<file path="config.mk">
export PLATFORM = sky130hd
export DESIGN_NAME = packet_ring_queue_with_ack_scan_flat
export DESIGN_NICKNAME = d
export VERILOG_FILES = /design/src/hdl/prq_pkg.sv /design/src/hdl/prq_in_if.sv /design/src/hdl/prq_out_if.sv /design/src/hdl/packet_ring_queue_with_ack_scan.sv /design/src/flat_wrapper.sv
export SDC_FILE = /design/constraint.sdc
export NUM_CORES = 1
export LEC_CHECK = 0
export BUFFER_PORTS_ARGS = -buffer_cell sky130_fd_sc_hd__buf_2
export CAP_MARGIN = 20
export CORE_MARGIN = 4
export CORE_UTILIZATION = 43
export CTS_CLUSTER_DIAMETER = 120
export CTS_CLUSTER_SIZE = 10
export DETAILED_ROUTE_END_ITERATION = 12
export GPL_TIMING_DRIVEN = 0
export HOLD_SLACK_MARGIN = 0.15
export REMOVE_ABC_BUFFERS = 1
export SLEW_MARGIN = 25
export SYNTH_ARGS = -nofsm -noshare
export SYNTH_HDL_FRONTEND = slang
export SYNTH_SLANG_ARGS = --single-unit
</file>
<file path="constraint.sdc">
create_clock -name clk -period 5.8 [get_ports clk]
set_clock_uncertainty 0.05 [all_clocks]
set_input_delay 1.16 -clock clk [delete_from_list [all_inputs] [get_ports clk]]
set_output_delay 1.16 -clock clk [all_outputs]
set_load 0.005 [all_outputs]
</file>
<file path="src/hdl/prq_pkg.sv">
// prq_pkg: shared types, codes and field widths of the packet ring queue
`default_nettype none
package prq_pkg;

  // field widths fixed by the transaction format
  localparam int MODE_W   = 3;
  localparam int ADDR_W   = 16;
  localparam int DESC_W   = 32;
  localparam int STATUS_W = 2;
  localparam int SLOT_W   = 3;

  // default queue depth
  localparam int DEF_QUEUE_DEPTH = 8;

  // operation codes
  localparam logic [MODE_W-1:0] MODE_INSERT = 3'd0;
  localparam logic [MODE_W-1:0] MODE_PEEK   = 3'd1;
  localparam logic [MODE_W-1:0] MODE_REMOVE = 3'd2;
  localparam logic [MODE_W-1:0] MODE_SCAN   = 3'd3;
  localparam logic [MODE_W-1:0] MODE_CLEAR  = 3'd4;

  // status codes
  localparam logic [STATUS_W-1:0] STAT_OK    = 2'd0;
  localparam logic [STATUS_W-1:0] STAT_FULL  = 2'd1;
  localparam logic [STATUS_W-1:0] STAT_EMPTY = 2'd2;
  localparam logic [STATUS_W-1:0] STAT_NOACK = 2'd3;

  // one queue slot
  typedef struct packed {
    logic [ADDR_W-1:0] src;
    logic              pend;
    logic [DESC_W-1:0] desc;
  } entry_t;

  // sequencer states
  typedef enum logic [1:0] {
    PRQ_IDLE,
    PRQ_PEEK,
    PRQ_SCAN
  } state_t;

endpackage
`default_nettype wire

</file>
<file path="src/hdl/prq_in_if.sv">
// prq_in_if: request channel carrying one queue operation per transaction
`default_nettype none
interface prq_in_if;
  logic                        valid;
  logic                        ready;
  logic [prq_pkg::MODE_W-1:0]  mode;
  logic [prq_pkg::ADDR_W-1:0]  source_address;
  logic                        ack_pending;
  logic [prq_pkg::DESC_W-1:0]  descriptor_in;

  modport source (output valid, mode, source_address, ack_pending, descriptor_in,
                  input ready);
  modport sink (input valid, mode, source_address, ack_pending, descriptor_in,
                output ready);
endinterface
`default_nettype wire

</file>
<file path="src/hdl/prq_out_if.sv">
// prq_out_if: result channel carrying one operation result per transaction
`default_nettype none
interface prq_out_if;
  logic                          valid;
  logic                          ready;
  logic [prq_pkg::STATUS_W-1:0]  status;
  logic [prq_pkg::SLOT_W-1:0]    slot_index;
  logic [prq_pkg::ADDR_W-1:0]    source_address_out;
  logic [prq_pkg::DESC_W-1:0]    descriptor_out;

  modport source (output valid, status, slot_index, source_address_out, descriptor_out,
                  input ready);
  modport sink (input valid, status, slot_index, source_address_out, descriptor_out,
                output ready);
endinterface
`default_nettype wire

</file>
<file path="src/hdl/packet_ring_queue_with_ack_scan.sv">
// packet_ring_queue_with_ack_scan: circular descriptor queue with ack scan sequencer
//
// Each transaction on in_ch carries one operation: insert, peek head, remove
// head, scan for the next entry pending an ack, or clear. Every operation
// returns exactly one result transaction on out_ch. cfg_we/cfg_wdata write the
// node's own short address, whose packets the scan skips.
// Insert, remove, clear, undefined modes and a scan that starts at the write
// pointer register their result straight from the accepted operation; a peek
// passes the registered read port, then the result register; a scan runs to
// a hit or the write pointer. The scan is set by the single registered read
// port of the slot memory, one slot per cycle, checked by one shared compare.
// in_ch.ready is high only while the sequencer is idle and the result register
// is empty or being drained in the same cycle; one operation is in flight.
// A stalled out_ch holds its result and keeps in_ch.ready low.
// Reset (rst_n low, synchronous) zeroes the pointers, the count and the own
// address; slot contents are not cleared and are only read once written.
`default_nettype none
module packet_ring_queue_with_ack_scan #(
  parameter int QUEUE_DEPTH = prq_pkg::DEF_QUEUE_DEPTH
) (
  input  wire logic                       clk,
  input  wire logic                       rst_n,
  prq_in_if.sink                          in_ch,
  prq_out_if.source                       out_ch,
  input  wire logic                       cfg_we,
  input  wire logic [prq_pkg::ADDR_W-1:0] cfg_wdata
);

  localparam int PW = (QUEUE_DEPTH > 1) ? $clog2(QUEUE_DEPTH) : 1;
  localparam int OW = $clog2(QUEUE_DEPTH + 1);
  localparam logic [PW-1:0] LAST_SLOT = PW'(QUEUE_DEPTH - 1);
  localparam logic [OW-1:0] FULL_CNT  = OW'(QUEUE_DEPTH);

  // slot memory
  prq_pkg::entry_t mem [QUEUE_DEPTH];
  prq_pkg::entry_t rd_data_r;
  logic [PW-1:0]   rd_slot_r;
  logic            mem_we;
  logic            rd_en;
  logic [PW-1:0]   rd_addr;

  // control state
  prq_pkg::state_t state_r, state_nxt;
  logic [PW-1:0]   rd_ptr_r, rd_ptr_nxt;
  logic [PW-1:0]   wr_ptr_r, wr_ptr_nxt;
  logic [PW-1:0]   scan_ptr_r, scan_ptr_nxt;
  logic [OW-1:0]   occ_r, occ_nxt;
  logic [prq_pkg::ADDR_W-1:0] own_r;

  // result register
  logic                           out_valid_r, out_valid_nxt;
  logic [prq_pkg::STATUS_W-1:0]   res_status_r, res_status_nxt;
  logic [prq_pkg::SLOT_W-1:0]     res_slot_r, res_slot_nxt;
  logic [prq_pkg::ADDR_W-1:0]     res_src_r, res_src_nxt;
  logic [prq_pkg::DESC_W-1:0]     res_desc_r, res_desc_nxt;

  logic in_ready;
  logic in_accept;
  logic scan_hit;

  // wrap-around pointer increment
  function automatic logic [PW-1:0] adv(input logic [PW-1:0] p);
    logic [PW-1:0] q;
    q = (p == LAST_SLOT) ? '0 : p + 1'b1;
    return q;
  endfunction

  // low three bits of a slot number
  function automatic logic [prq_pkg::SLOT_W-1:0] slot_bits(input logic [PW-1:0] p);
    logic [PW+prq_pkg::SLOT_W-1:0] ext;
    ext = {{prq_pkg::SLOT_W{1'b0}}, p};
    return ext[prq_pkg::SLOT_W-1:0];
  endfunction

  assign in_ready  = (state_r == prq_pkg::PRQ_IDLE) && (!out_valid_r || out_ch.ready);
  assign in_accept = in_ch.valid && in_ready;
  assign in_ch.ready = in_ready;

  // shared compare: entry pending an ack and not from this node
  assign scan_hit = rd_data_r.pend && (rd_data_r.src != own_r);

  // sequencer next state and datapath control
  always_comb begin
    state_nxt      = state_r;
    rd_ptr_nxt     = rd_ptr_r;
    wr_ptr_nxt     = wr_ptr_r;
    scan_ptr_nxt   = scan_ptr_r;
    occ_nxt        = occ_r;
    out_valid_nxt  = out_valid_r && !out_ch.ready;
    res_status_nxt = res_status_r;
    res_slot_nxt   = res_slot_r;
    res_src_nxt    = res_src_r;
    res_desc_nxt   = res_desc_r;
    mem_we         = 1'b0;
    rd_en          = 1'b0;
    rd_addr        = rd_ptr_r;
    unique case (state_r)
      prq_pkg::PRQ_IDLE: begin
        if (in_accept) begin
          res_status_nxt = prq_pkg::STAT_OK;
          res_slot_nxt   = '0;
          res_src_nxt    = '0;
          res_desc_nxt   = '0;
          out_valid_nxt  = 1'b1;
          unique case (in_ch.mode)
            prq_pkg::MODE_INSERT: begin
              if (occ_r != FULL_CNT) begin
                mem_we     = 1'b1;
                wr_ptr_nxt = adv(wr_ptr_r);
                occ_nxt    = occ_r + 1'b1;
              end else begin
                res_status_nxt = prq_pkg::STAT_FULL;
              end
            end
            prq_pkg::MODE_PEEK: begin
              if (occ_r != '0) begin
                rd_en         = 1'b1;
                rd_addr       = rd_ptr_r;
                out_valid_nxt = 1'b0;
                state_nxt     = prq_pkg::PRQ_PEEK;
              end else begin
                res_status_nxt = prq_pkg::STAT_EMPTY;
              end
            end
            prq_pkg::MODE_REMOVE: begin
              if (occ_r != '0) begin
                rd_ptr_nxt = adv(rd_ptr_r);
                occ_nxt    = occ_r - 1'b1;
              end else begin
                res_status_nxt = prq_pkg::STAT_EMPTY;
              end
            end
            prq_pkg::MODE_SCAN: begin
              if (scan_ptr_r != wr_ptr_r) begin
                rd_en         = 1'b1;
                rd_addr       = scan_ptr_r;
                scan_ptr_nxt  = adv(scan_ptr_r);
                out_valid_nxt = 1'b0;
                state_nxt     = prq_pkg::PRQ_SCAN;
              end else begin
                res_status_nxt = prq_pkg::STAT_NOACK;
              end
            end
            prq_pkg::MODE_CLEAR: begin
              rd_ptr_nxt   = '0;
              wr_ptr_nxt   = '0;
              scan_ptr_nxt = '0;
              occ_nxt      = '0;
            end
            default: begin
            end
          endcase
        end
      end
      prq_pkg::PRQ_PEEK: begin
        res_status_nxt = prq_pkg::STAT_OK;
        res_slot_nxt   = slot_bits(rd_slot_r);
        res_src_nxt    = rd_data_r.src;
        res_desc_nxt   = rd_data_r.desc;
        out_valid_nxt  = 1'b1;
        state_nxt      = prq_pkg::PRQ_IDLE;
      end
      prq_pkg::PRQ_SCAN: begin
        priority if (scan_hit) begin
          res_status_nxt = prq_pkg::STAT_OK;
          res_slot_nxt   = slot_bits(rd_slot_r);
          res_src_nxt    = rd_data_r.src;
          res_desc_nxt   = rd_data_r.desc;
          out_valid_nxt  = 1'b1;
          state_nxt      = prq_pkg::PRQ_IDLE;
        end else if (scan_ptr_r == wr_ptr_r) begin
          res_status_nxt = prq_pkg::STAT_NOACK;
          res_slot_nxt   = '0;
          res_src_nxt    = '0;
          res_desc_nxt   = '0;
          out_valid_nxt  = 1'b1;
          state_nxt      = prq_pkg::PRQ_IDLE;
        end else begin
          rd_en        = 1'b1;
          rd_addr      = scan_ptr_r;
          scan_ptr_nxt = adv(scan_ptr_r);
        end
      end
      default: begin
        state_nxt = prq_pkg::PRQ_IDLE;
      end
    endcase
  end

  // state register
  always_ff @(posedge clk) begin
    if (!rst_n) begin
      state_r <= prq_pkg::PRQ_IDLE;
    end else begin
      state_r <= state_nxt;
    end
  end

  // pointers, count, result valid
  always_ff @(posedge clk) begin
    if (!rst_n) begin
      rd_ptr_r    <= '0;
      wr_ptr_r    <= '0;
      scan_ptr_r  <= '0;
      occ_r       <= '0;
      out_valid_r <= 1'b0;
    end else begin
      rd_ptr_r    <= rd_ptr_nxt;
      wr_ptr_r    <= wr_ptr_nxt;
      scan_ptr_r  <= scan_ptr_nxt;
      occ_r       <= occ_nxt;
      out_valid_r <= out_valid_nxt;
    end
  end

  // own address register
  always_ff @(posedge clk) begin
    if (!rst_n) begin
      own_r <= '0;
    end else if (cfg_we) begin
      own_r <= cfg_wdata;
    end
  end

  // result payload
  always_ff @(posedge clk) begin
    res_status_r <= res_status_nxt;
    res_slot_r   <= res_slot_nxt;
    res_src_r    <= res_src_nxt;
    res_desc_r   <= res_desc_nxt;
  end

  // slot memory write port
  always_ff @(posedge clk) begin
    if (mem_we) begin
      mem[wr_ptr_r] <= '{src: in_ch.source_address, pend: in_ch.ack_pending,
                         desc: in_ch.descriptor_in};
    end
  end

  // slot memory registered read port
  always_ff @(posedge clk) begin
    if (rd_en) begin
      rd_data_r <= mem[rd_addr];
      rd_slot_r <= rd_addr;
    end
  end

  assign out_ch.valid              = out_valid_r;
  assign out_ch.status             = res_status_r;
  assign out_ch.slot_index         = res_slot_r;
  assign out_ch.source_address_out = res_src_r;
  assign out_ch.descriptor_out     = res_desc_r;

  // count never passes the queue depth
  a_occ_bound: assert property (@(posedge clk) disable iff (!rst_n)
    occ_r <= FULL_CNT)
    else $error("occupancy above queue depth");

  // no result is pending while the sequencer works on a transaction
  a_busy_no_result: assert property (@(posedge clk) disable iff (!rst_n)
    (state_r != prq_pkg::PRQ_IDLE) |-> !out_valid_r)
    else $error("result pending while sequencer busy");

  // an insert into a non-full queue grows the count by one
  a_insert_count: assert property (@(posedge clk) disable iff (!rst_n)
    (in_accept && in_ch.mode == prq_pkg::MODE_INSERT && occ_r != FULL_CNT)
    |=> occ_r == $past(occ_r) + 1'b1)
    else $error("insert did not advance occupancy");

  // a scan that reaches the write pointer without a hit reports no ack
  a_scan_result: assert property (@(posedge clk) disable iff (!rst_n)
    (state_r == prq_pkg::PRQ_SCAN) && !scan_hit && (scan_ptr_r == wr_ptr_r)
    |=> out_valid_r && out_ch.status == prq_pkg::STAT_NOACK)
    else $error("exhausted scan did not report no ack");

endmodule
`default_nettype wire
</file>
<file path="src/flat_wrapper.sv">
// flat-port wrapper written by rule: the top's interface ports become plain ports
module packet_ring_queue_with_ack_scan_flat 
#(
  parameter int QUEUE_DEPTH = prq_pkg::DEF_QUEUE_DEPTH
)
  (clk, rst_n, cfg_we, cfg_wdata, in_ch_valid, in_ch_mode, in_ch_source_address, in_ch_ack_pending, in_ch_descriptor_in, in_ch_ready, out_ch_valid, out_ch_status, out_ch_slot_index, out_ch_source_address_out, out_ch_descriptor_out, out_ch_ready);
  prq_in_if in_ch_i ();
  prq_out_if out_ch_i ();
  input  wire logic clk;
  input  wire logic rst_n;
  input  wire logic cfg_we;
  input  wire logic [prq_pkg::ADDR_W-1:0] cfg_wdata;
  input wire logic [$bits(in_ch_i.valid)-1:0] in_ch_valid;
  input wire logic [$bits(in_ch_i.mode)-1:0] in_ch_mode;
  input wire logic [$bits(in_ch_i.source_address)-1:0] in_ch_source_address;
  input wire logic [$bits(in_ch_i.ack_pending)-1:0] in_ch_ack_pending;
  input wire logic [$bits(in_ch_i.descriptor_in)-1:0] in_ch_descriptor_in;
  output wire logic [$bits(in_ch_i.ready)-1:0] in_ch_ready;
  output wire logic [$bits(out_ch_i.valid)-1:0] out_ch_valid;
  output wire logic [$bits(out_ch_i.status)-1:0] out_ch_status;
  output wire logic [$bits(out_ch_i.slot_index)-1:0] out_ch_slot_index;
  output wire logic [$bits(out_ch_i.source_address_out)-1:0] out_ch_source_address_out;
  output wire logic [$bits(out_ch_i.descriptor_out)-1:0] out_ch_descriptor_out;
  input wire logic [$bits(out_ch_i.ready)-1:0] out_ch_ready;
  assign in_ch_i.valid = in_ch_valid;
  assign in_ch_i.mode = in_ch_mode;
  assign in_ch_i.source_address = in_ch_source_address;
  assign in_ch_i.ack_pending = in_ch_ack_pending;
  assign in_ch_i.descriptor_in = in_ch_descriptor_in;
  assign in_ch_ready = in_ch_i.ready;
  assign out_ch_valid = out_ch_i.valid;
  assign out_ch_status = out_ch_i.status;
  assign out_ch_slot_index = out_ch_i.slot_index;
  assign out_ch_source_address_out = out_ch_i.source_address_out;
  assign out_ch_descriptor_out = out_ch_i.descriptor_out;
  assign out_ch_i.ready = out_ch_ready;
  packet_ring_queue_with_ack_scan #(.QUEUE_DEPTH(QUEUE_DEPTH)) u_core (.clk(clk), .rst_n(rst_n), .in_ch(in_ch_i), .out_ch(out_ch_i), .cfg_we(cfg_we), .cfg_wdata(cfg_wdata));
endmodule
</file>
Yosys cells after proc, flatten, opt, wreduce, memory -nomap -nowiden:

Memory sizes are Yosys's and may differ from the RTL's. A register that Yosys moved wholly into a read port is not among the register bits.
Cells that the tools add are included.

* logic and storage cells: 132
* output and inout bits: 55
* bits in writable memories: 392
* register bits after elaboration: 88
* memories kept: 1

* $add $sub $neg: 5
* equal/unequal tests: 23
* multiplexer cells: 69
* reduce and logical (&&, ||, !) cells: 22

Memories
* u_core.mem: depth 8, width 49, rd ports 1, clocked after Yosys merged registers in 1, wr ports 1, RTL line packet_ring_queue_with_ack_scan.sv:35 `prq_pkg::entry_t mem [QUEUE_DEPTH];`

Operator list (count)
* $mux W32: 3
* $pmux W32 S3: 1
* $mux W3: 17
* $mux W16: 3
* $pmux W16 S3: 1
* $pmux W3 S2: 5
* $mux W2: 10
* $mux W1: 17
* $ne A16 B16 Y1: 1
* $eq A3 B3 Y1 const B: 4
* $ne A3 B3 Y1 const B: 4
* $pmux W2 S3: 2
* $pmux W4 S3: 1
* $reduce_and A5 Y1: 2
* $add A3 B1 Y3 const B: 3
* $pmux W3 S3: 1
* $mux W4: 2
* $pmux W2 S2: 2
* $reduce_and A4 Y1: 2
* $eq A3 B2 Y1 const B: 2
* $ne A2 B1 Y1 const B: 3
* $pmux W1 S2: 3
* $reduce_and A6 Y1: 1
* $reduce_bool A2 Y1: 3
* 20 further kinds: 26

Depth between registers and ports, before layout:

Gate-level depths: netlist of the first run.

* word-level depth: 8
* mapped depth: 14

Least setup slack after synthesis of the first run:

OpenSTA, ideal clock, no wires.

* kind: input -> register
* start point: input port out_ch_ready
* end point: register u_core.res_desc_r (netlist bit u_core.out_ch.descriptor_out[0]), enable pin
* stages: 3
* path slack: -0.302 ns
* arrival: 5.509 ns
* cell sequence: nand2b_1 -> nand3_1 -> a211oi_1

* longest elaborated chain between the ends: 5

Ends and longest elaborated chain
* from (decl): RTL line flat_wrapper.sv:24 `input wire logic [$bits(out_ch_i.ready)-1:0] out_ch_ready;`
* $logic_or A1 B1 Y1: RTL line packet_ring_queue_with_ack_scan.sv:75 `assign in_ready = (state_r == prq_pkg::PRQ_IDLE) && (!out_valid_r || out_ch.ready);`
* $logic_and A1 B1 Y1: RTL line packet_ring_queue_with_ack_scan.sv:75
* $logic_and A1 B1 Y1: RTL line packet_ring_queue_with_ack_scan.sv:76 `assign in_accept = in_ch.valid && in_ready;`
* $ne A2 B1 Y1 (no line)
* $reduce_and A3 Y1 (no line)
* to (signal assigned): RTL line packet_ring_queue_with_ack_scan.sv:230 `res_desc_r <= res_desc_nxt;`
* to (decl): RTL line packet_ring_queue_with_ack_scan.sv:55 `logic [prq_pkg::DESC_W-1:0] res_desc_r, res_desc_nxt;`

No other way between the ends.
A chain may end at the register's enable or synchronous reset.

Final worst setup path of the first run:

* start point: register, netlist name u_core.rd_data_r[43]
* end point: register, netlist name u_core.rd_data_r[24]

* longest elaborated chain between the ends: 4
* elaborated cells between the ends (all ways): 6
* classes of those cells: eq/ne: 1; mux: 4; reduce/logical: 1

Ends and longest elaborated chain
* $ne A16 B16 Y1 *: RTL line packet_ring_queue_with_ack_scan.sv:80 `assign scan_hit = rd_data_r.pend && (rd_data_r.src != own_r);`
* $logic_and A1 B1 Y1 *: RTL line packet_ring_queue_with_ack_scan.sv:80
* $mux W3 / $mux W1 (equally long branches): RTL line packet_ring_queue_with_ack_scan.sv:164 `priority if (scan_hit) begin`
* $pmux W3 S2 / $pmux W1 S2 (equally long branches): RTL line packet_ring_queue_with_ack_scan.sv:97 `unique case (state_r)`

Mark *: on every way between the ends. The rest lies on a longest branch, timed or not.

==> reports/results.tsv, run 1 <==
stage	metric	value	unit
run_status	status	complete, no violations	
clocking	clock sinks	529	
grt	grt total ovfl	0	
clocking	setup bufs post-CTS	0	
setup_path	startpoint types	register	
clocking	CTS hold repair buffers	0	
pwr	PD cells	317.6	mW/mm²
synthesis	Post-synth ARST share	0	%
die	Rows	79	
setup_path	Worst Setup End Kind	register	
pwr	Max IR drop VDD	232.8	µV
route	Detailed Route WL	44660	µm
sta	relative slew slack	47.06	%
synthesis	post-synth cell types	44	
sta	Fin. Hold Viols	0	
hold_path	Hold Crit Class	reg -> reg	
grt	pin count of the biggest net entering global routing	88	
final_layout	layout overhead on the synthesized area	17.63	%
synthesis	top_reg_cell synth	edfxtp_1	
sta	RSZ-0062 raised after global routing	false	
setup_path	Cell Chain, Critical Path	xor2_1, nor4_1, nand4_1, and3_1, a221oi_4, buf_6, buf_8, inv_8, buf_16, buf_16, mux2i_1, a32oi_1, and3_1	
sta	pin slew with the least headroom to its limit	794.1	ps
final_layout	Layout Nets	1658	
clocking	H-tree levels	2	
flow_run	max-cap viol count	0	
sta	Setup Viol. Count Final	0	
sta	Final Cycle Share	76.18	%
grt	vias in the first global route	11680	
synthesis	Post-Syn Area	0.02060	mm²
placed_design	Final HPWL DP	27580	µm
placed_design	gpl congestion	0.7569	
sta	worst hold slack	437.9	ps
die	I/O pin count	128	
setup_path	cell family with most CP delay	simple AND/OR/NAND/NOR gates	
route	Residual DRC	0	
setup_path	CP bufs+invs	5	
final_layout	Filler Cell Count	3865	
die	Starting Density	43.87	%
clocking	clock buffer depth	3	
synthesis	Post-synth EDFFs	497	
route	mean routed wirelength per cell	20.26	µm
die	CORE AREA	0.04695	mm²
setup_path	CP arrival	4740	ps
route	DR vias	11600	
sta	Max Fclk	226.3	MHz
sta	Max Slew Vio Count	0	
clocking	CTS tree	yes	
placed_design	PortBufs	127	
clocking	Worst-path clk slew	60	ps
synthesis	synthesis warning total	0	
synthesis	Mean Syn Cell Area	14.68	µm²
pwr	Pleak	8.466	nW
route	DR pass1 iterations	4	
route	DR vias/cell	5.261	
setup_path	CP max FO	87	
synthesis	Post-Syn Instances	1403	
die	Die Wd	226.9	µm
grt	initial antenna violation count	9	
clocking	TritonCTS Buffers	58	
final_layout	share of cells above drive strength 1	16.50	%
grt	first-pass GRT wire length	68400	µm
route	initial DRC count	834	
pwr	total power	0.007696	W
setup_path	Worst path max stage delay	620	ps
die	die area	0.05147	mm²
synthesis	flops & latches, synth	529	
sta	Final min period	4418	ps
clocking	post-CTS sizing	0	
synthesis	post-synthesis sequential area ratio	75.56	%
die	Die Y	226.9	µm
setup_path	Slowest-stage cell, CP	a221oi_4	
route	Post-DRT Antenna Nets	0	
setup_path	Worst Path Required	6120	ps
grt	Total GRT Usage	17.41	%
setup_path	Setup Crit Path Kind	reg -> reg	
clocking	worst-skew pair later-pin latency	620	ps
clocking	CTS Root Cell	clkbuf_16	
==> per-layer routing <==
layer | track usage [%] | vias up | wire [µm]
li1 | - | 5516 | -
met1 | 23.62 | 5715 | 19400
met2 | 28.55 | 271 | 21580
met3 | 4.156 | 80 | 2652
met4 | 4.478 | 14 | 939
met5 | 0 | - | 91
==> cell families after synthesis <==
group,after synthesis,share of synthesized area (%)
AND/OR/NAND/NOR,598,13.54
flip-flops,529,75.56
multiplexers,73,3.553
AO/OA/AOI/OAI,91,3.632
XOR/XNOR,21,0.8928
adder cells (fa/ha/maj),13,0.8260
buffers and inverters,78,1.992
==> power by group <==
group / switching, W / total, W / internal (W)
clock network: 0.00139 / 0.00323 / 0.00184
logic: 0.000140 / 0.000230 / 0.0000903
registers: 0.0000174 / 0.00424 / 0.00422
==> placed cells by master (no fill, tap or decap), types with 4 or more instances in the layout <==
cell type,n
nand2_1,308
o21ai_0,8
buf_6,13
dfxtp_1,32
ha_1,12
nand4_1,4
nor4_1,5
buf_2,127
a32oi_1,48
nor2b_1,23
nor2_4,8
a21oi_1,9
buf_16,17
and3_1,51
nand2b_1,10
edfxtp_1,497
nor3_1,5
xor2_1,17
mux2i_1,72
buf_4,14
a21boi_0,8
clkbuf_16,59
buf_8,4
clkbuf_1,21
buf_12,6
inv_1,4
nand3_1,106
nor2_1,14
and2_1,55
xnor2_1,4
==> final timing paths <==
check | startpoint | slack [ps] | to | cells past startpoint
worst max-delay path | u_core.rd_data_r[43] | 1380 | u_core.rd_data_r[24] | 13
worst max register to register | u_core.rd_data_r[43] | 1380 | u_core.rd_data_r[24] | 13
worst min-delay path | u_core.occ_r[2] | 440 | u_core.occ_r[2] | 2
worst min register to register | u_core.occ_r[2] | 440 | u_core.occ_r[2] | 2
==> Yosys cell counts, types with 3 or more instances <==
cell type | instances | area (µm²)
clkbuf_1 | 36 | 135.1
a21o_1 | 3 | 22.52
buf_4 | 3 | 22.52
nor3_1 | 7 | 35.03
xor2_1 | 17 | 148.9
a21boi_0 | 8 | 60.06
a21oi_1 | 9 | 45.04
o21ai_0 | 8 | 40.04
edfxtp_1 | 497 | 14920
nand2b_1 | 11 | 68.82
nor2b_1 | 23 | 143.9
nor2_1 | 20 | 75.07
mux2i_1 | 72 | 720.7
a32oi_1 | 48 | 420.4
nand3_1 | 106 | 530.5
nand4_1 | 4 | 25.02
nor4_1 | 5 | 31.28
buf_2 | 22 | 110.1
and2_1 | 55 | 344.1
buf_6 | 10 | 112.6
inv_1 | 4 | 15.01
a22o_1 | 3 | 26.28
xnor2_1 | 4 | 35.03
nand2_1 | 308 | 1156
ha_1 | 12 | 150.1
dfxtp_1 | 32 | 640.6
and3_1 | 51 | 319.1
==> worst min-delay path, delay by kind of cell (launching register included) <==
kind / cells / cell delay (ps)
AOI/OAI and AO/OA: 1 / 60
DFF: 1 / 320
and+or+nand+nor: 1 / 50
==> area by class of cell <==
cell class,instances,area (µm²),share of cell area (%)
Multi-Input combinational cell,796,4728,19.51
Inverter,6,30.03,0.1239
Tap cell,607,759.5,3.134
Sequential cell,529,15560,64.24
Antenna cell,3,7.507,0.03098
Timing Repair Buffer,181,1535,6.336
Clock inverter,2,50.05,0.2065
Clock buffer,80,1555,6.418
==> state kept, by name (all words and copies together) (netlist names) <==
signal,flops
u_core.rd_ptr_r,3
u_core.mem,392
u_core.out_ch.slot_index,3
u_core.out_ch.descriptor_out,32
u_core.occ_r,4
u_core.wr_ptr_r,3
u_core.state_r,2
u_core.out_ch.source_address_out,16
u_core.out_ch.status,2
u_core.own_r,16
u_core.scan_ptr_r,3
u_core.rd_slot_r,3
u_core.out_ch.valid,1
u_core.rd_data_r,49
==> stage by stage <==
stage	area [µm²]	std cells	setup TNS (ps)	setup WS [ps]	util [%]
finish	24230	2204	0	1382	51.61
global route	24220	2201	0	1120	51.59
CTS	24220	2201	0	1279	51.59
detailed placement	22620	2119	0	1154	48.17
global placement	21610	2065	-1820550	-15380	46.02
floorplan	20210	1331	-304040	-5362	-
Power figures use the tool's default switching activity.
==> inputs of run 2 (changes only) <==
==> constraint.sdc (replaced) <==
create_clock -name clk -period 4.05 [get_ports clk]
set_clock_uncertainty 0.05 [all_clocks]
set_input_delay 0.81 -clock clk [delete_from_list [all_inputs] [get_ports clk]]
set_output_delay 0.81 -clock clk [all_outputs]
set_load 0.005 [all_outputs]
==> reports/results.tsv, run 2 (same netlist as run 1, synthesis figures left out) <==
stage	metric	value	unit	change
final_layout	Layout Nets	1663		+0.30%
run_status	status	complete, no violations		
die	Starting Density	43.87	%	unchanged
pwr	Psw	0.002229	W	+44%
grt	vias in the first global route	11740		+0.48%
sta	pin slew with the least headroom to its limit	933.6	ps	+139.6 ps
pwr	Comb pwr share	3.0	%	about the same
final_layout	Layout Cells excl Fill	2210		+0.27%
clocking	H-tree levels	2		unchanged
sta	Max Slew Vio Count	0		unchanged
setup_path	Setup Crit Path Kind	reg -> reg		
clocking	CTS tree	yes		
route	Residual DRC	0		unchanged
sta	Max Fclk	263.2	MHz	+16%
placed_design	gpl congestion	0.7569		unchanged
route	Post-DRT Antenna Nets	0		unchanged
final_layout	max reg flops	392		unchanged
hold_path	Hold Crit Class	in -> reg		
clocking	clock buffer depth	3		unchanged
pwr	Flop pwr share	55.0	%	about the same
pwr	Pleak	8.499	nW	+0.39%
flow_run	max-cap viol count	0		unchanged
pwr	Internal	0.008811	W	+43%
setup_path	Crit path top cell by count	buf_16		
setup_path	CP bufs+invs	4		-1
route	met3 WL	2602	µm	-1.9%
sta	relative slew slack	37.76	%	-9.3 points
die	die area	0.05147	mm²	unchanged
die	I/O pin count	128		unchanged
setup_path	Worst path max stage delay	560	ps	-60 ps
sta	Total Neg Setup Slack	0	ps	unchanged
grt	grt total ovfl	0		unchanged
pwr	PD cells	454.1	mW/mm²	+43%
grt	initial antenna violation count	10		+1
route	DR pass1 iterations	5		+1
route	initial DRC count	800		-4.1%
final_layout	layout overhead on the synthesized area	18.03	%	
sta	Final min period	3800	ps	-618.7 ps
pwr	switching part of the total power	20.19	%	+0.13 points
final_layout	Filler Cell Count	3856		-0.23%
setup_path	startpoint types	register		
sta	worst hold slack	406.7	ps	-31.21 ps
clocking	TritonCTS Buffers	58		unchanged
die	Rows	79		unchanged
sta	RSZ-0062 raised after global routing	false		
final_layout	share of cells above drive strength 1	16.95	%	+0.45 points
grt	Total GRT Usage	17.56	%	+0.15 points
pwr	Max IR drop VDD	335.8	µV	+44%
clocking	worst-skew pair later-pin latency	620	ps	about the same
setup_path	cell family with most CP delay	simple AND/OR/NAND/NOR gates		
route	mean routed wirelength per cell	20.74	µm	+2.4%
die	CORE AREA	0.04695	mm²	unchanged
route	DR vias/cell	5.280		+0.36%
route	M1 WL	19960	µm	+2.9%
setup_path	Worst Setup End Kind	register		
final_layout	commonest non-fill, non-tap cell in the layout	edfxtp_1		
die	Die Y	226.9	µm	unchanged
placed_design	Placed Instances	2119		unchanged
clocking	clock sinks	529		unchanged
setup_path	Worst Path Required	4350	ps	-1770 ps
grt	first-pass GRT wire length	68870	µm	+0.69%
die	Die Wd	226.9	µm	unchanged
placed_design	Final HPWL DP	27580	µm	unchanged
grt	pin count of the biggest net entering global routing	65		-26%
sta	Final Cycle Share	93.82	%	+18 points
setup_path	CP max FO	17		-80%
route	DR top layer	met5		
route	DR vias	11670		+0.63%
sta	Setup Viol. Count Final	0		unchanged
setup_path	Slowest-stage cell, CP	a221oi_4		
setup_path	CP arrival	4100	ps	-640 ps
sta	Fin. Hold Viols	0		unchanged
clocking	CTS Root Cell	clkbuf_16		
route	met2 wire length	22340	µm	+3.5%
clocking	Worst-path clk slew	60	ps	about the same
setup_path	Cell Chain, Critical Path	xor2_1, nor4_2, nand4_1, buf_4, and3_2, a221oi_4, inv_2, nor2_4, buf_16, buf_16, nand3_1, and3_1		
final_layout	most flop-heavy register	u_core.mem		
final_layout	most frequent cells in the layout	edfxtp_1, nand2_1, buf_2		
route	Detailed Route WL	45840	µm	+2.6%
placed_design	PortBufs	127		unchanged
pwr	Clock Power Share	42.0	%	about the same
run 2: worst paths after layout:
| check | from | endpoint | slack (ps) | cells after the start |
|---|---|---|---|---|
| worst min register to register | u_core.occ_r[2] | u_core.occ_r[2] | 440 | 2 |
| worst min-delay path | in_ch_descriptor_in[15] | u_core.mem[1][15] | 410 | 1 |
| worst max register to register | u_core.rd_data_r[43] | u_core.rd_data_r[45] | 250 | 12 |
| worst max-delay path | u_core.rd_data_r[43] | u_core.rd_data_r[45] | 250 | 12 |
run 2: worst reg2reg max path, delay by kind of cell (launching register included):
| family | cells | cell delay [ps] |
|---|---|---|
| DFF | 1 | 410 |
| AOI/OAI and AO/OA | 1 | 570 |
| and+or+nand+nor | 6 | 1540 |
| xor gates and xnor gates | 1 | 170 |
| buffers and inverters | 4 | 810 |
run 2: routing by layer:
| layer | global-route usage, % | vias to the layer above |
|---|---|---|
| li1 | - | 5525 |
| met4 | 4.615 | 14 |
| met1 | 23.68 | 5792 |
| met5 | 0 | - |
| met3 | 4.143 | 76 |
| met2 | 28.94 | 262 |
run 2: timing repair:
| item | CTS | global route |
|---|---|---|
| endpoints found under the hold margin | 0 | 0 |
| pin swaps | 2 | 3 |
| gates resized for setup | 2 | 4 |
| cloned | 1 | 2 |
| buffers inserted | 1 | 1 |
| hold buffers | 0 | 0 |
| endpoints found under the setup margin | 49 | 47 |
run 2: through the flow:
step | setup slack, ps | utilization, % | power (W) | cell area, µm²
after global placement | -16990 | 46.02 | 0.006502 | 21610
after detailed placement | -451.1 | 48.17 | 0.006520 | 22620
after global routing | 63.58 | 51.77 | 0.01140 | 24310
final | 250.3 | 51.78 | 0.01104 | 24310
after floorplan | -6762 | - | 0.006323 | 20210
after CTS | 20.77 | 51.70 | 0.01116 | 24270
run 2: area by class of cell:
type | instances | area (µm²) | area share [%]
well taps | 607 | 759.5 | 3.124
repair buffers | 184 | 1583 | 6.510
multi-input cells | 798 | 4761 | 19.58
diodes | 4 | 10.01 | 0.04117
inverters | 6 | 30.03 | 0.1235
flip-flops and latches | 529 | 15560 | 64.02
clock buffers | 80 | 1555 | 6.397
clock inverters | 2 | 50.05 | 0.2058
run 2: power by group through the flow:
stage / combinational (W) / clock (W) / sequential, W
after floorplan: 0.000127 / 0 / 0.00620
after global placement: 0.000303 / 0 / 0.00620
after detailed placement: 0.000336 / 0 / 0.00618
after CTS: 0.000338 / 0.00474 / 0.00607
after global routing: 0.000372 / 0.00496 / 0.00608
final: 0.000333 / 0.00463 / 0.00607
==> inputs of run 3 (changes only) <==
--- a/config.mk
+++ b/config.mk
@@ -13,7 +13,8 @@
 export CTS_CLUSTER_SIZE = 10
 export DETAILED_ROUTE_END_ITERATION = 12
 export GPL_TIMING_DRIVEN = 0
-export HOLD_SLACK_MARGIN = 0.15
+export HOLD_SLACK_MARGIN = 0.06
+export RECOVER_POWER = 100
 export REMOVE_ABC_BUFFERS = 1
 export SLEW_MARGIN = 25
 export SYNTH_ARGS = -nofsm -noshare
==> reports/results.tsv, run 3 (same netlist as run 1, synthesis figures left out) <==
stage	metric	value	unit	change
die	die area	0.05147	mm²	unchanged
setup_path	CP max FO	17		unchanged
grt	pin count of the biggest net entering global routing	65		unchanged
grt	grt total ovfl	0		unchanged
setup_path	CP arrival	4120	ps	+20 ps
final_layout	commonest non-fill, non-tap cell in the layout	edfxtp_1		
pwr	Pleak	8.165	nW	-3.9%
die	Die Y	226.9	µm	unchanged
clocking	clock sinks	529		unchanged
placed_design	Placed Instances	2119		unchanged
final_layout	Layout Cells excl Fill	2207		-0.14%
final_layout	Filler Cell Count	3924		+1.8%
sta	pin slew with the least headroom to its limit	1634	ps	+700.1 ps
clocking	clock buffer depth	3		unchanged
hold_path	Hold Crit Class	in -> reg		
final_layout	layout overhead on the synthesized area	16.02	%	
clocking	CTS Root Cell	clkbuf_16		
sta	Final min period	3817	ps	+17.69 ps
die	CORE AREA	0.04695	mm²	unchanged
setup_path	Setup Crit Path Kind	reg -> reg		
die	Rows	79		unchanged
setup_path	Crit path top cell by count	buf_16		
route	DR vias/cell	5.280		about the same
die	I/O pin count	128		unchanged
setup_path	Worst Setup End Kind	register		
grt	vias in the first global route	11740		unchanged
final_layout	Layout Nets	1663		unchanged
run_status	failing checks	capacitance limit, slew limit		
route	DR vias	11650		-0.15%
sta	Setup Viol. Count Final	0		unchanged
setup_path	startpoint types	register		
sta	relative slew slack	-9.575	%	-47 points
run_status	status	finished with violations		
final_layout	max reg flops	392		unchanged
route	Residual DRC	0		unchanged
grt	initial antenna violation count	7		-3
clocking	TritonCTS Buffers	58		unchanged
sta	Max Slew Vio Count	11		+11
clocking	CTS tree	yes		
setup_path	Worst Path Required	4350	ps	about the same
placed_design	PortBufs	127		unchanged
sta	Fin. Hold Viols	0		unchanged
placed_design	gpl congestion	0.7569		unchanged
clocking	worst-skew pair later-pin latency	620	ps	about the same
final_layout	Multi-input gate area	0.004695	mm²	-1.4%
route	Detailed Route WL	45880	µm	about the same
pwr	Max IR drop VDD	334.4	µV	-0.44%
setup_path	Cell Chain, Critical Path	xor2_1, nor4_2, nand4_1, buf_4, and3_2, a221oi_4, inv_2, nor2_4, buf_16, buf_16, nand3_1, and3_1		
route	Post-DRT Antenna Nets	0		unchanged
grt	Total GRT Usage	17.56	%	unchanged
placed_design	Final HPWL DP	27580	µm	unchanged
setup_path	Slowest-stage cell, CP	a221oi_4		
setup_path	Worst path max stage delay	580	ps	+20 ps
grt	first-pass GRT wire length	68870	µm	unchanged
sta	Final Cycle Share	94.26	%	+0.44 points
final_layout	most flop-heavy register	u_core.mem		
final_layout	share of cells above drive strength 1	11.51	%	-5.4 points
final_layout	most frequent cells in the layout	edfxtp_1, nand2_1, nand3_1		
sta	RSZ-0062 raised after global routing	false		
sta	Total Neg Setup Slack	0	ps	unchanged
die	Starting Density	43.87	%	unchanged
pwr	PD cells	461.0	mW/mm²	+1.5%
clocking	H-tree levels	2		unchanged
route	DR pass1 iterations	7		+2
final_layout	register area	0.01556	mm²	unchanged
route	initial DRC count	706		-12%
sta	Max Fclk	262.0	MHz	-0.46%
die	Die Wd	226.9	µm	unchanged
route	mean routed wirelength per cell	20.79	µm	+0.23%
clocking	Worst-path clk slew	60	ps	about the same
flow_run	max-cap viol count	1		+1
## run 3: cell count changes in the layout (fill, tap and decap cells not counted), moves of 3 or more
| cell | previous run | this run |
|---|---|---|
| nor2_2 | 0 | 4 |
| buf_16 | 17 | 11 |
| buf_12 | 6 | 2 |
| buf_4 | 16 | 8 |
| and2_0 | 0 | 30 |
| and2_1 | 55 | 25 |
| nor2_4 | 9 | 3 |
| clkbuf_2 | 0 | 10 |
| clkbuf_4 | 0 | 3 |
| diode_2 | 4 | 1 |
| buf_2 | 127 | 52 |
| clkbuf_1 | 21 | 102 |
## run 3: final timing paths
path	startpoint	slack [ps]	cells past startpoint	endpoint
max	u_core.rd_data_r[43]	230	12	u_core.rd_data_r[45]
min	cfg_wdata[10]	420	3	u_core.own_r[10]
max reg2reg	u_core.rd_data_r[43]	230	12	u_core.rd_data_r[45]
min reg2reg	u_core.occ_r[2]	440	2	u_core.occ_r[2]
## run 3: area by class of cell
cell class / count / area share [%]
diodes: 1 / 0.01047
clock buffers: 80 / 6.507
repair buffers: 184 / 5.204
flip-flops and latches: 529 / 65.12
multi-input cells: 798 / 19.64
inverters: 6 / 0.1256
well taps: 607 / 3.178
clock inverters: 2 / 0.2094
## run 3: per-layer routing
layer | routed length [µm] | vias to the layer above | GRT usage [%]
met2 | 22310 | 259 | 28.94
met4 | 845 | 10 | 4.615
met3 | 2612 | 72 | 4.143
li1 | - | 5523 | -
met1 | 20040 | 5788 | 23.68
met5 | 70 | - | 0
## run 3: where the power goes
| part | internal [W] | total [W] | leakage (nW) | switching, W |
|---|---|---|---|---|
| clock network | 0.00263 | 0.00463 | 0.773 | 0.00200 |
| logic | 0.000111 | 0.000312 | 2.60 | 0.000201 |
| registers | 0.00605 | 0.00607 | 4.79 | 0.0000252 |
## run 3: what timing repair did
item,in CTS,in global routing
gates cloned,1,2
pin swaps,2,3
gates resized for setup,2,4
endpoints found under the setup margin,49,47
hold buffers,0,0
setup buffers,1,1
## run 3: per-stage QoR
step / hold WS, ps / power, W / utilization (%) / worst slack (ps) / instance area [µm²]
2_1_floorplan: 408.0 / 0.006323 / - / -6762 / 20210
3_3_place_gp: 427.3 / 0.006502 / 46.02 / -16990 / 21610
3_5_place_dp: 434.2 / 0.006520 / 48.17 / -451.1 / 22620
4_1_cts: 363.6 / 0.01116 / 51.70 / 20.77 / 24270
5_1_grt: 418.0 / 0.01138 / 50.90 / 50.96 / 23900
6_report: 419.7 / 0.01102 / 50.90 / 232.6 / 23900
## run 3: worst max-delay path, delay by kind of cell (launching register included)
family,cells,cell delay [ps]
and+or+nand+nor,6,1510
AOI/OAI and AO/OA,1,580
DFF,1,410
xor gates and xnor gates,1,170
buffers and inverters,4,810
